<file path="src/rtl/sis_pkg.sv">
// Shared types, constants and helper functions of the seam image store.
// Used by every module of the block; depends on nothing else.
package sis_pkg;

  // Fixed widths of the item and result fields.
  localparam int SIZE_BITS  = 10;
  localparam int COORD_BITS = 9;
  localparam int VALUE_BITS = 8;

  // Defaults for the top-level parameters.
  localparam int DEF_MAX_WIDTH  = 512;
  localparam int DEF_MAX_HEIGHT = 512;
  localparam int DEF_PIXEL_BITS = 8;

  // Size registers after reset.
  localparam logic [SIZE_BITS-1:0] SIZE_RESET = 10'd512;

  // Number of taps in the read window.
  localparam int WIN_TAPS = 9;

  typedef logic [SIZE_BITS-1:0]  size_t;
  typedef logic [COORD_BITS-1:0] coord_t;
  typedef logic [VALUE_BITS-1:0] byte_t;

  typedef enum logic [1:0] {
    CMD_RESTART = 2'd0,
    CMD_WRITE   = 2'd1,
    CMD_READ    = 2'd2,
    CMD_REMOVE  = 2'd3
  } cmd_t;

  // Configuration register indexes.
  localparam logic REG_INIT_WIDTH  = 1'b0;
  localparam logic REG_INIT_HEIGHT = 1'b1;

  typedef struct packed {
    cmd_t   command;
    coord_t row;
    coord_t col;
    byte_t  value;
    logic   orientation;
    logic   seam_last;
  } item_t;

  typedef struct packed {
    byte_t win_tl;
    byte_t win_t;
    byte_t win_tr;
    byte_t win_l;
    byte_t win_c;
    byte_t win_r;
    byte_t win_bl;
    byte_t win_b;
    byte_t win_br;
    size_t cur_width;
    size_t cur_height;
  } result_t;

  // Commands from the controller to the datapath.
  typedef struct packed {
    logic capture;   // take the item into the request register
    logic pix_wr;    // store the item's pixel
    logic win_rd;    // read the window tap selected by the step counter
    logic gone_rd;   // read the pixel that the seam point removes
    logic shift_rd;  // read the next pixel along the shift axis
    logic gone_wr;   // store the removed pixel at the end of the line
    logic finish;    // update the size and present the result
  } sis_cmd_t;

  // Status from the datapath to the controller.
  typedef struct packed {
    cmd_t command;
    logic in_image;
    logic win_end;
    logic shift_end;
  } sis_stat_t;

  // Window offsets are coded 0 for -1, 1 for 0 and 2 for +1.
  function automatic logic [1:0] win_row_step(input logic [3:0] tap);
    logic [1:0] step;
    case (tap)
      4'd0, 4'd1, 4'd2: step = 2'd0;
      4'd3, 4'd4, 4'd5: step = 2'd1;
      default:          step = 2'd2;
    endcase
    return step;
  endfunction

  function automatic logic [1:0] win_col_step(input logic [3:0] tap);
    logic [1:0] step;
    case (tap)
      4'd0, 4'd3, 4'd6: step = 2'd0;
      4'd1, 4'd4, 4'd7: step = 2'd1;
      default:          step = 2'd2;
    endcase
    return step;
  endfunction

  // Moves a coordinate by a coded offset and clamps it into [0, limit-1].
  function automatic size_t clamp_coord(input size_t coord, input logic [1:0] step,
                                        input size_t limit);
    logic [SIZE_BITS:0] moved;
    logic [SIZE_BITS:0] top;
    size_t              res;
    moved = {1'b0, coord} + (SIZE_BITS + 1)'(step);
    top   = {1'b0, limit} - (SIZE_BITS + 1)'(1);
    if (moved == '0) begin
      res = '0;
    end else if (moved - (SIZE_BITS + 1)'(1) > top) begin
      res = top[SIZE_BITS-1:0];
    end else begin
      res = SIZE_BITS'(moved - (SIZE_BITS + 1)'(1));
    end
    return res;
  endfunction

endpackage

</file>
<file path="src/rtl/sis_ctrl.sv">
// Controller state machine of the seam image store.
// Depends on sis_pkg for the command and status structs.
module sis_ctrl import sis_pkg::*; (
  input  logic      clk,
  input  logic      rst,
  input  logic      start,
  input  sis_stat_t stat,
  output logic      busy,
  output sis_cmd_t  cmd
);

  typedef enum logic [8:0] {
    S_IDLE     = 9'b000000001,
    S_DISPATCH = 9'b000000010,
    S_WIN      = 9'b000000100,
    S_WIN_WAIT = 9'b000001000,
    S_GONE     = 9'b000010000,
    S_SHIFT    = 9'b000100000,
    S_DRAIN    = 9'b001000000,
    S_TAIL     = 9'b010000000,
    S_FINISH   = 9'b100000000
  } state_t;

  state_t state;
  state_t state_next;

  always_ff @(posedge clk) begin
    if (rst) begin
      state <= S_IDLE;
    end else begin
      state <= state_next;
    end
  end

  assign busy = (state != S_IDLE);

  always_comb begin
    state_next = state;
    cmd        = '0;
    case (state)
      S_IDLE: begin
        if (start) begin
          cmd.capture = 1'b1;
          state_next  = S_DISPATCH;
        end
      end
      S_DISPATCH: begin
        case (stat.command)
          CMD_WRITE: begin
            cmd.pix_wr = stat.in_image;
            state_next = S_FINISH;
          end
          CMD_READ: begin
            state_next = S_WIN;
          end
          CMD_REMOVE: begin
            state_next = stat.in_image ? S_GONE : S_FINISH;
          end
          default: begin
            state_next = S_FINISH;
          end
        endcase
      end
      S_WIN: begin
        cmd.win_rd = 1'b1;
        if (stat.win_end) begin
          state_next = S_WIN_WAIT;
        end
      end
      S_WIN_WAIT: begin
        state_next = S_FINISH;
      end
      S_GONE: begin
        cmd.gone_rd = 1'b1;
        state_next  = S_SHIFT;
      end
      S_SHIFT: begin
        if (stat.shift_end) begin
          state_next = S_DRAIN;
        end else begin
          cmd.shift_rd = 1'b1;
        end
      end
      S_DRAIN: begin
        state_next = S_TAIL;
      end
      S_TAIL: begin
        cmd.gone_wr = 1'b1;
        state_next  = S_FINISH;
      end
      S_FINISH: begin
        cmd.finish = 1'b1;
        state_next = S_IDLE;
      end
      default: begin
        state_next = S_IDLE;
      end
    endcase
  end

endmodule

</file>
<file path="config.mk">
export PLATFORM = sky130hd
export DESIGN_NAME = sis_ctrl
export DESIGN_NICKNAME = d
export VERILOG_FILES = /design/src/rtl/sis_pkg.sv /design/src/rtl/sis_ctrl.sv
export SDC_FILE = /design/constraint.sdc
export NUM_CORES = 1
export LEC_CHECK = 0
export ABC_AREA = 1
export BUFFER_PORTS_ARGS = -buffer_cell sky130_fd_sc_hd__clkbuf_2
export CAP_MARGIN = 20
export CORE_MARGIN = 8
export CORE_UTILIZATION = 44
export DETAILED_ROUTE_END_ITERATION = 12
export GPL_TIMING_DRIVEN = 0
export PLACE_DENSITY = 0.71
export SYNTH_ARGS = -nofsm -noshare
export SYNTH_HDL_FRONTEND = slang
export SYNTH_SLANG_ARGS = --single-unit
</file>
<file path="constraint.sdc">
create_clock -name clk -period 1.15 [get_ports clk]
set_input_delay 0.115 -clock clk [delete_from_list [all_inputs] [get_ports clk]]
set_output_delay 0.115 -clock clk [all_outputs]
set_load 0.05 [all_outputs]
</file>
Word level (Yosys, flattened, before mapping)

Index checks and enable logic that the tools add are counted.

Bits in latches: 0
Memories: 0
Input bits: 8
Bits in registers: 9
Memory bits (writable): 0
ROM bits: 0
Logic and storage cells: 35

Div/mod/pow operators: 0
Mux-type cells: 16
Add/sub/neg operators: 0
Equality and inequality tests: 16
Shift operators: 0
Multipliers: 0
Magnitude comparators: 0
Bitwise logic cells: 0
Reductions and logical operators: 2

Operators with widths:

| kind                                                   | number |
|---|---|
| case mux 9 bit (7 select lines)                        | 1 |
| two-way mux 9 bit                                      | 4 |
| case mux 9 bit (2 select lines)                        | 1 |
| two-way mux 1 bit                                      | 10 |
| equality test 9 x 1 -> 1 bit (second input constant)   | 1 |
| equality test 9 x 2 -> 1 bit (second input constant)   | 1 |
| equality test 9 x 3 -> 1 bit (second input constant)   | 1 |
| equality test 9 x 4 -> 1 bit (second input constant)   | 1 |
| equality test 9 x 5 -> 1 bit (second input constant)   | 1 |
| equality test 9 x 6 -> 1 bit (second input constant)   | 1 |
| equality test 9 x 7 -> 1 bit (second input constant)   | 1 |
| equality test 9 x 8 -> 1 bit (second input constant)   | 1 |
| equality test 9 bit (second input constant)            | 1 |
| inequality test 9 x 1 -> 1 bit (second input constant) | 1 |
| inequality test 2 bit (second input constant)          | 3 |
| equality test 2 bit (second input constant)            | 2 |
| AND reduction 3 bit                                    | 1 |
| equality test 2 x 1 -> 1 bit (second input constant)   | 1 |
| OR reduction 2 bit                                     | 1 |

Depth between registers and ports, before layout

Depth in word-level cells: 3
Mapped depth: 9
Gate-level depth less buffers: 9

Least setup slack after synthesis

Ideal clock, no wire load.

Path kind: reg2out
Start: register state[1]
End: output cmd[0] (netlist name)
Arrival: 2,052 ps
Stages on the path, launching flop included: 4
Slack: -1,017 ps
Path buffers: 0
Cells stage by stage: dfxtp_1 -> nor2_2 -> nand2_1 -> nor4_1

RTL lines:

| what                   | line           | RTL |
|---|---|---|
| start, declared        | sis_ctrl.sv:24 | `state_t state;` |
| start signal, assigned | sis_ctrl.sv:31 | `state <= state_next;` |
| end, declared          | sis_ctrl.sv:9  | `output sis_cmd_t cmd` |

==> results.json <==
{
  "dieHeight_um": 52.9,
  "violations": "setup timing",
  "grt_pass1_vias": 736,
  "timing.fmax_mhz": 628,
  "syn_inst": 95,
  "crit_fanout": 3,
  "rsz0062_at_grt": "true",
  "final-max-slew-violation-count": 0,
  "top_usage_layer": "met2",
  "clockRootBuffer": "clkbuf_4",
  "routed_wl_um": 2070,
  "core_um2": 1280,
  "worst_hold_slack_ps": 170,
  "num_antenna_cells": 0,
  "viasPerCell": 5.15,
  "htree_levels": 1,
  "routedWlPerCell_um": 14.4,
  "critical_path_class": "reg2out",
  "cp-start-kind": "flop",
  "required_ps": 1030,
  "synth_area_um2": 599,
  "cp.arrival_ps": 1480,
  "clk_pin_slew_worst_paths_ps": 60,
  "clkLatencyLatePin_ps": 260,
  "grt_max_degree": 8,
  "hold_viol": 0,
  "finalCritPeriodShare_pct": 138,
  "setup_viol": 17,
  "mostFrequentLayoutCell": "inv_1",
  "ys_types": 20,
  "drive_above_1_share_pct": 56.6,
  "largest_register": "state",
  "final_cell_count_no_fill": 144,
  "top_level_ports": 16,
  "p_leak_nw": 0.522,
  "num_rows": 13,
  "setup_ws_ps": -441,
  "synth_seq_cells": 9,
  "yosys_warnings": 0,
  "final_antenna_net_count": 0,
  "end_kind": "output port",
  "drtPass1Iterations": 4,
  "overflow": 0,
  "ys_seq_area_share_pct": 30.1,
  "top_regs": "state (9)",
  "largest_reg_flops": 9,
  "gp_congestion": 0.796,
  "grt_pass1_wl_um": 3130,
  "drc_errors": 0,
  "fin_skew_ps": 2.25,
  "vias": 741,
  "fin_crit_ps": 1590,
  "initialDrtViolationCount": 30,
  "dp_hpwl_um": 1090,
  "final_cell_mix": "17 x inv_1, 16 x nand2_1, 12 x buf_4, 11 x nor2_1",
  "tightestPinTransition_ps": 307,
  "min_path_type": "in2reg",
  "relSlewSlack_pct": 79.4,
  "cts_inserted_buffers": 3,
  "fin_nets": 138,
  "met1_usage_pct": 15.7,
  "power.density_nw_per_um2": 1810,
  "avgSynthCellArea_um2": 6.31,
  "cap_violations": 0,
  "clkSinkCount": 9,
  "die_area_um2": 2800,
  "outcome": "finished with violations",
  "dp_cells": 125,
  "tritoncts": "built",
  "syn_to_final_growth_pct": 81.6,
  "r2r_slack_ps": -260,
  "antenna_found_initial": 0,
  "use_met2_pct": 26.4,
  "grt_usage_pct": 15.1,
  "fp.dieW_um": 52.9,
  "max-vdd-ir-drop_mv": 1.65,
  "synth_fp_nets": 103,
  "cts_hold_buf": 0,
  "io_buffers": 15,
  "use_met3_pct": 3.08,
  "cts.path.max_buffers": 2,
  "start_util_pct": 46.6
}
cell type report:
class | instances | area (um^2)
timing repair buffer | 30 | 300
buffer | 1 | 7.51
clock buffer | 4 | 26.3
fill | 78 | 196
multi-input combinational | 63 | 455
inverter | 22 | 90.1
tap | 15 | 18.8
sequential | 9 | 190
cells by family after synthesis:
logic type | share of synthesized area, %
and+or+nand+nor | 52.2
buffers and inverters | 15.0
AOI/OAI and AO/OA | 2.71
DFF | 30.1
per-layer routing:
layer | share of wire (%) | wire length [um]
met4 | 1.4 | 30
met3 | 7.8 | 162
met5 | 0 | 0
met2 | 51 | 1060
met1 | 39 | 816
power by group:
part	switching [mW]	total, mW	internal, mW
Combinational	0.770	1.31	0.538
Clock	0.113	0.247	0.134
Sequential	0.0567	0.419	0.362
Total	0.940	1.97	1.03
synthesized netlist by cell type:
library cell / instances / area (um^2)
a21oi_1: 1 / 5.00
dfxtp_1: 9 / 180
nor4b_2: 1 / 15.0
nor4_1: 1 / 6.26
a31oi_1: 1 / 6.26
nand4_1: 1 / 6.26
nand2_2: 3 / 18.8
nand2_1: 22 / 82.6
inv_2: 2 / 7.51
buf_4: 1 / 7.51
nor2_2: 6 / 37.5
inv_1: 20 / 75.1
nor3_1: 5 / 25.0
nand3_1: 4 / 20.0
nor2_1: 13 / 48.8
nor2_4: 1 / 11.3
nand3_2: 1 / 10.0
o21ai_0: 1 / 5.00
nand2_4: 1 / 11.3
nor2_8: 1 / 20.0
critical path: stages, from the launching register on:
cell and delay, ps:
dfxtp_2 340, nor2_4 150, nand2_2 90, nor2_2 170, nand2_2 100, inv_1 90, buf_4 110, clkbuf_8 160
worst paths after layout:
path,start,endpoint,cells past startpoint
setup / recovery,state[0],cmd[4],7
hold / removal,stat[3],state[2],4
setup reg to reg,state[0],state[3],8
hold reg to reg,state[8],state[3],3
through the flow:
step	worst slack [ps]	total power, mW	instance area (um^2)	util (%)	setup TNS [ps]
final	-441	1.97	1090	84.7	-4490
after global routing	-479	2.08	1090	84.7	-5450
after CTS	-351	1.78	1040	80.9	-3350
after detailed placement	-259	1.25	754	58.7	-1900
after global placement	-260	1.23	754	58.7	-1790
after floorplan	-158	1.09	661	-	-693
repair_timing:
| item | CTS | global route |
|---|---|---|
| endpoints found under the setup margin | 16 | 17 |
| buffers inserted | 11 | 4 |
| cloned | 0 | 0 |
| gates resized for setup | 40 | 9 |
| endpoints found under the hold margin | 0 | 0 |
| pin swaps | 14 | 4 |
Power figures use the tool's default switching activity.
